## config.mk

```make
export PLATFORM = sky130hd
export DESIGN_NAME = wtbs_blend
export DESIGN_NICKNAME = d
export VERILOG_FILES = /design/src/hdl/wtbs_pkg.sv /design/src/hdl/wtbs_blend.sv
export SDC_FILE = /design/constraint.sdc
export NUM_CORES = 2
export LEC_CHECK = 0
export ABC_CLOCK_PERIOD_IN_PS = 20700
export BUFFER_PORTS_ARGS = -buffer_cell sky130_fd_sc_hd__buf_2
export CAP_MARGIN = 20
export CORE_MARGIN = 10
export CORE_UTILIZATION = 60
export CTS_BUF_LIST = sky130_fd_sc_hd__clkbuf_8
export CTS_CLUSTER_DIAMETER = 60
export DETAILED_ROUTE_END_ITERATION = 8
export PLACE_DENSITY = 0.78
export SLEW_MARGIN = 0
export SYNTH_ARGS = -nofsm -noshare
export SYNTH_HDL_FRONTEND = slang
export SYNTH_SLANG_ARGS = --single-unit
export TNS_END_PERCENT = 10
```

## constraint.sdc

```tcl
create_clock -name aclk -period 20.7 [get_ports aclk]
set_input_delay 1.035 -clock aclk [delete_from_list [all_inputs] [get_ports aclk]]
set_output_delay 1.035 -clock aclk [all_outputs]
set_load 0.01 [all_outputs]
```

## src/hdl/wtbs_pkg.sv

```systemverilog
// ----------------------------------------------------------------------------
// Wavetable bilinear sampler: shared definitions
// Command codes, step codes of the four table reads, the beat that travels
// with each read result, and the fixed-point linear blend used by the datapath.
// ----------------------------------------------------------------------------
package wtbs_pkg;

    // Command codes carried by an s_ beat.
    localparam logic CMD_LOAD   = 1'b0;
    localparam logic CMD_SAMPLE = 1'b1;

    // Order in which the four neighbouring samples are read.
    localparam logic [1:0] STEP_S00 = 2'd0;  // lower frame, lower sample
    localparam logic [1:0] STEP_S01 = 2'd1;  // lower frame, upper sample
    localparam logic [1:0] STEP_S10 = 2'd2;  // upper frame, lower sample
    localparam logic [1:0] STEP_S11 = 2'd3;  // upper frame, upper sample

    // Tag carried alongside a table read result.
    typedef struct packed {
        logic        valid;
        logic [1:0]  step;
        logic [15:0] sfrac;
        logic [15:0] ffrac;
    } rd_beat_t;

    // a + floor(f * (b - a) / 65536). The result always lies between a and b,
    // so it fits in 16 bits without saturation.
    function automatic logic signed [15:0] lerp(
        input logic signed [15:0] a,
        input logic signed [15:0] b,
        input logic        [15:0] f
    );
        logic signed [16:0] diff;
        logic signed [16:0] fs;
        logic signed [33:0] prod;
        logic signed [17:0] quot;
        logic signed [17:0] sum;
        diff = {b[15], b} - {a[15], a};
        fs   = {1'b0, f};
        prod = diff * fs;
        // Taking the upper bits of a two's complement product floors it.
        quot = prod[33:16];
        sum  = {{2{a[15]}}, a} + quot;
        return sum[15:0];
    endfunction

endpackage

```

## src/hdl/wtbs_blend.sv

```systemverilog
// ----------------------------------------------------------------------------
// Wavetable bilinear sampler: blend datapath
// Takes the four table samples of one output as they return from memory and
// blends them, first across the phase within each frame, then across frames.
// ----------------------------------------------------------------------------
module wtbs_blend (
    input  logic                  aclk,
    input  logic                  aresetn,
    input  wtbs_pkg::rd_beat_t    rd_beat,
    input  logic signed [15:0]    rd_data,
    output logic                  res_valid,
    output logic signed [15:0]    res_sample
);

    logic signed [15:0] lo_reg;
    logic signed [15:0] s0_reg;
    logic signed [15:0] s1_reg;
    logic        [15:0] ffrac_reg;
    logic signed [15:0] mix;
    logic               fin_valid_reg;
    logic               fin_valid_next;

    // One blender serves both frames: the lower sample of a pair is held
    // until its partner arrives.
    assign mix = wtbs_pkg::lerp(lo_reg, rd_data, rd_beat.sfrac);

    always_ff @(posedge aclk) begin
        if (rd_beat.valid) begin
            unique case (rd_beat.step)
                wtbs_pkg::STEP_S00, wtbs_pkg::STEP_S10: begin
                    lo_reg <= rd_data;
                end
                wtbs_pkg::STEP_S01: begin
                    s0_reg <= mix;
                end
                wtbs_pkg::STEP_S11: begin
                    s1_reg    <= mix;
                    ffrac_reg <= rd_beat.ffrac;
                end
            endcase
        end
    end

    // A result is ready once the upper frame has been blended.
    assign fin_valid_next = rd_beat.valid && (rd_beat.step == wtbs_pkg::STEP_S11);

    always_ff @(posedge aclk) begin
        if (!aresetn) begin
            fin_valid_reg <= 1'b0;
        end else begin
            fin_valid_reg <= fin_valid_next;
        end
    end

    // Final blend across the morph position.
    assign res_valid  = fin_valid_reg;
    assign res_sample = wtbs_pkg::lerp(s0_reg, s1_reg, ffrac_reg);

endmodule

```

==> impl_metrics.yaml <==
synth:
  yosys-top-cells-count: "699 x inv_1, 534 x fa_1, 361 x nand2_1, 228 x ha_1, 188 x and2_1"
  syn_area_um2: 25700
  synthTopCellsByArea: "fa_1 42%, ha_1 11%, inv_1 10%, edfxtp_1 7.5%, nand2_1 5.3%"
  synth_top_flop_cell: "edfxtp_1"
  syn_area_per_cell_um2: 8.95
  syn-instance-count: 2877
  yosysWarnings: 0
  yosysSeqAreaShare: 0.0754
  synth_edf_count: 64
  yosys.area.top_type: "fa_1"
  ys_seq_elements: 65
  synth_most_common_cell: "inv_1"
  syn_nets: 3692
  yosysUniqueCellTypes: 78
  async_flop_share: 0
  yosysTopAreaCellShare: 0.415
critical_path:
  r2r_slack_ns: 10.40
  cpMostUsedCell: "fa_1"
  r2r.worst_path.cells: 37
  slowest_stage: "o311a_1"
  startpoint_type: "flop"
  crit_arrival_ns: 11.03
  cpPeakStageDelay_ns: 0.77
  cp.required_ns: 19.67
  crit_type: "flop to output pin"
  critPathMaxFanout: 33
  endpoint_kind: "output pin"
timing:
  fmax_mhz: 82.9
  min_period_ns: 12.06
  worst_slew_pin_slew_ns: 1.09
  rsz0062_at_grt: "false"
  hold_viol: 0
  slew_viol_final: 0
  setup_violations: 0
  skew_ns: 0.0266
  fin_setup_tns_ns: 0
  period_share: 0.583
  relSlewSlack: 0.270
route:
  drc: 0
  drtAntennaViolNets: 0
  drt-initial-drc-count: 1357
  drt_pass1_iterations: 5
  detail_route.vias_per_cell: 5.66
  wl_per_cell_um: 18.9
  drt-total-wl_mm: 64.5
  vias: 19300
cells_and_area:
  nFillCells: 3431
  multi_input_area_um2: 20700
  nets: 3677
  area_growth_syn_to_layout_pct: 4.12
  seq_area_um2: 1940
  drive_gt1_frac: 0.0593
floorplan:
  core.rowCount: 75
  start_util: 0.610
  die_w_um: 227
  dieArea_um2: 51600
  die_h_um: 227
  core_um2: 42200
  pin_count: 70
clocking:
  clock-sinks: 65
  clk_latency_ns: 0.41
  cts_tree: "built"
  numCtsBuffers: 9
  ctsResizeCount: 0
  cts_root_buf: "clkbuf_8"
  clockBufferDepth: 2
  cts_hold_buffers: 0
  htreeDepth: 3
  postCtsSetupRepairBufs: 0
  clk_pin_slew_ns: 0.10
grt:
  grt_start_max_net_pins: 52
  overflow: 0
  grt_pass1_vias: 21400
  gr-usage-all-layers: 0.263
  antenna_found_initial: 1
  grt_pass1_wl_mm: 107
placed_design:
  hpwlAfterDp_mm: 52.1
  io_buffers: 69
  gp_congestion: 0.930
hold_path:
  holdPathStages: 1
  hold_path.class: "input port to flop"
run:
  cap_viol_max_count: 0
status:
  outcome: "complete, no violations"
[cell type report]
class / instances / share of cell area
well taps: 539 / 0.0252
repair buffers: 105 / 0.0230
multi-input cells: 1982 / 0.773
clock buffers: 9 / 0.00462
diodes: 2 / 0.000187
flip-flops and latches: 65 / 0.0724
clock inverters: 7 / 0.00331
inverters: 699 / 0.0979
[critical path, delay by kind of cell (launching register included)]
kind,cells,cell delay (ns)
AOI/OAI and AO/OA,15,4.29
xor gates and xnor gates,3,0.52
adders and majority gates,9,3.88
buffers and inverters,7,0.80
DFF,1,0.46
and+or+nand+nor,4,0.67
[worst paths after layout]
| check | endpoint | start |
|---|---|---|
| min reg2reg | s0_reg[0] | lo_reg[0] |
| min | ffrac_reg[5] | rd_beat[5] |
| max | res_sample[15] | s0_reg[1] |
| max reg2reg | s1_reg[15] | lo_reg[1] |
[routing by layer]
metal	wire, um	part of all wire	vias to the layer above	global-route usage
met5	0	0	-	0
met4	3510	0.055	0	0.139
met3	4040	0.063	190	0.0356
met2	33400	0.52	730	0.471
met1	23500	0.37	9684	0.302
li1	-	-	8679	-
[cell usage in the layout, fill, tap and decap left out, drive strengths merged, types with 9 or more instances in the layout]
master,n
a2111oi,11
a21o,20
a21oi,47
a31oi,17
and2,188
and3,9
buf,105
clkbuf,9
edfxtp,64
fa,534
ha,228
inv,701
nand2,361
nand2b,32
nand3,46
nand3b,20
nand4,14
nor2,74
nor2b,64
nor3,38
o211ai,9
o21a,15
o21ai,35
o21bai,11
o311ai,21
or3,11
xnor2,83
xor2,19
[cells by family (layout without fill, tap and decap cells)]
| family | after synthesis | after routing | synth area share |
|---|---|---|---|
| fa+ha+maj | 762 | 762 | 0.526 |
| mux | 14 | 14 | 0.00583 |
| simple gates | 875 | 875 | 0.169 |
| buf+inv | 830 | 820 | 0.122 |
| other cells | 0 | 2 | 0 |
| flops | 65 | 65 | 0.0754 |
| xor+xnor | 103 | 103 | 0.0356 |
| compound gates | 228 | 228 | 0.0663 |
[per-stage QoR]
step | worst slack (ns) | instance area, um^2 | hold slack (ns) | std cells | utilization
floorplan | 10.84 | 25700 | 0.573 | 2877 | -
global placement | 9.48 | 26600 | 0.897 | 3389 | 0.630
detailed placement | 9.15 | 26600 | 0.897 | 3389 | 0.630
CTS | 8.67 | 26800 | 0.769 | 3405 | 0.635
global route | 8.06 | 26800 | 0.773 | 3407 | 0.635
finish | 8.64 | 26800 | 0.791 | 3408 | 0.635
Power is not shown: default switching activity piles up to over one toggle a cycle in this logic, so the estimate is an artifact.
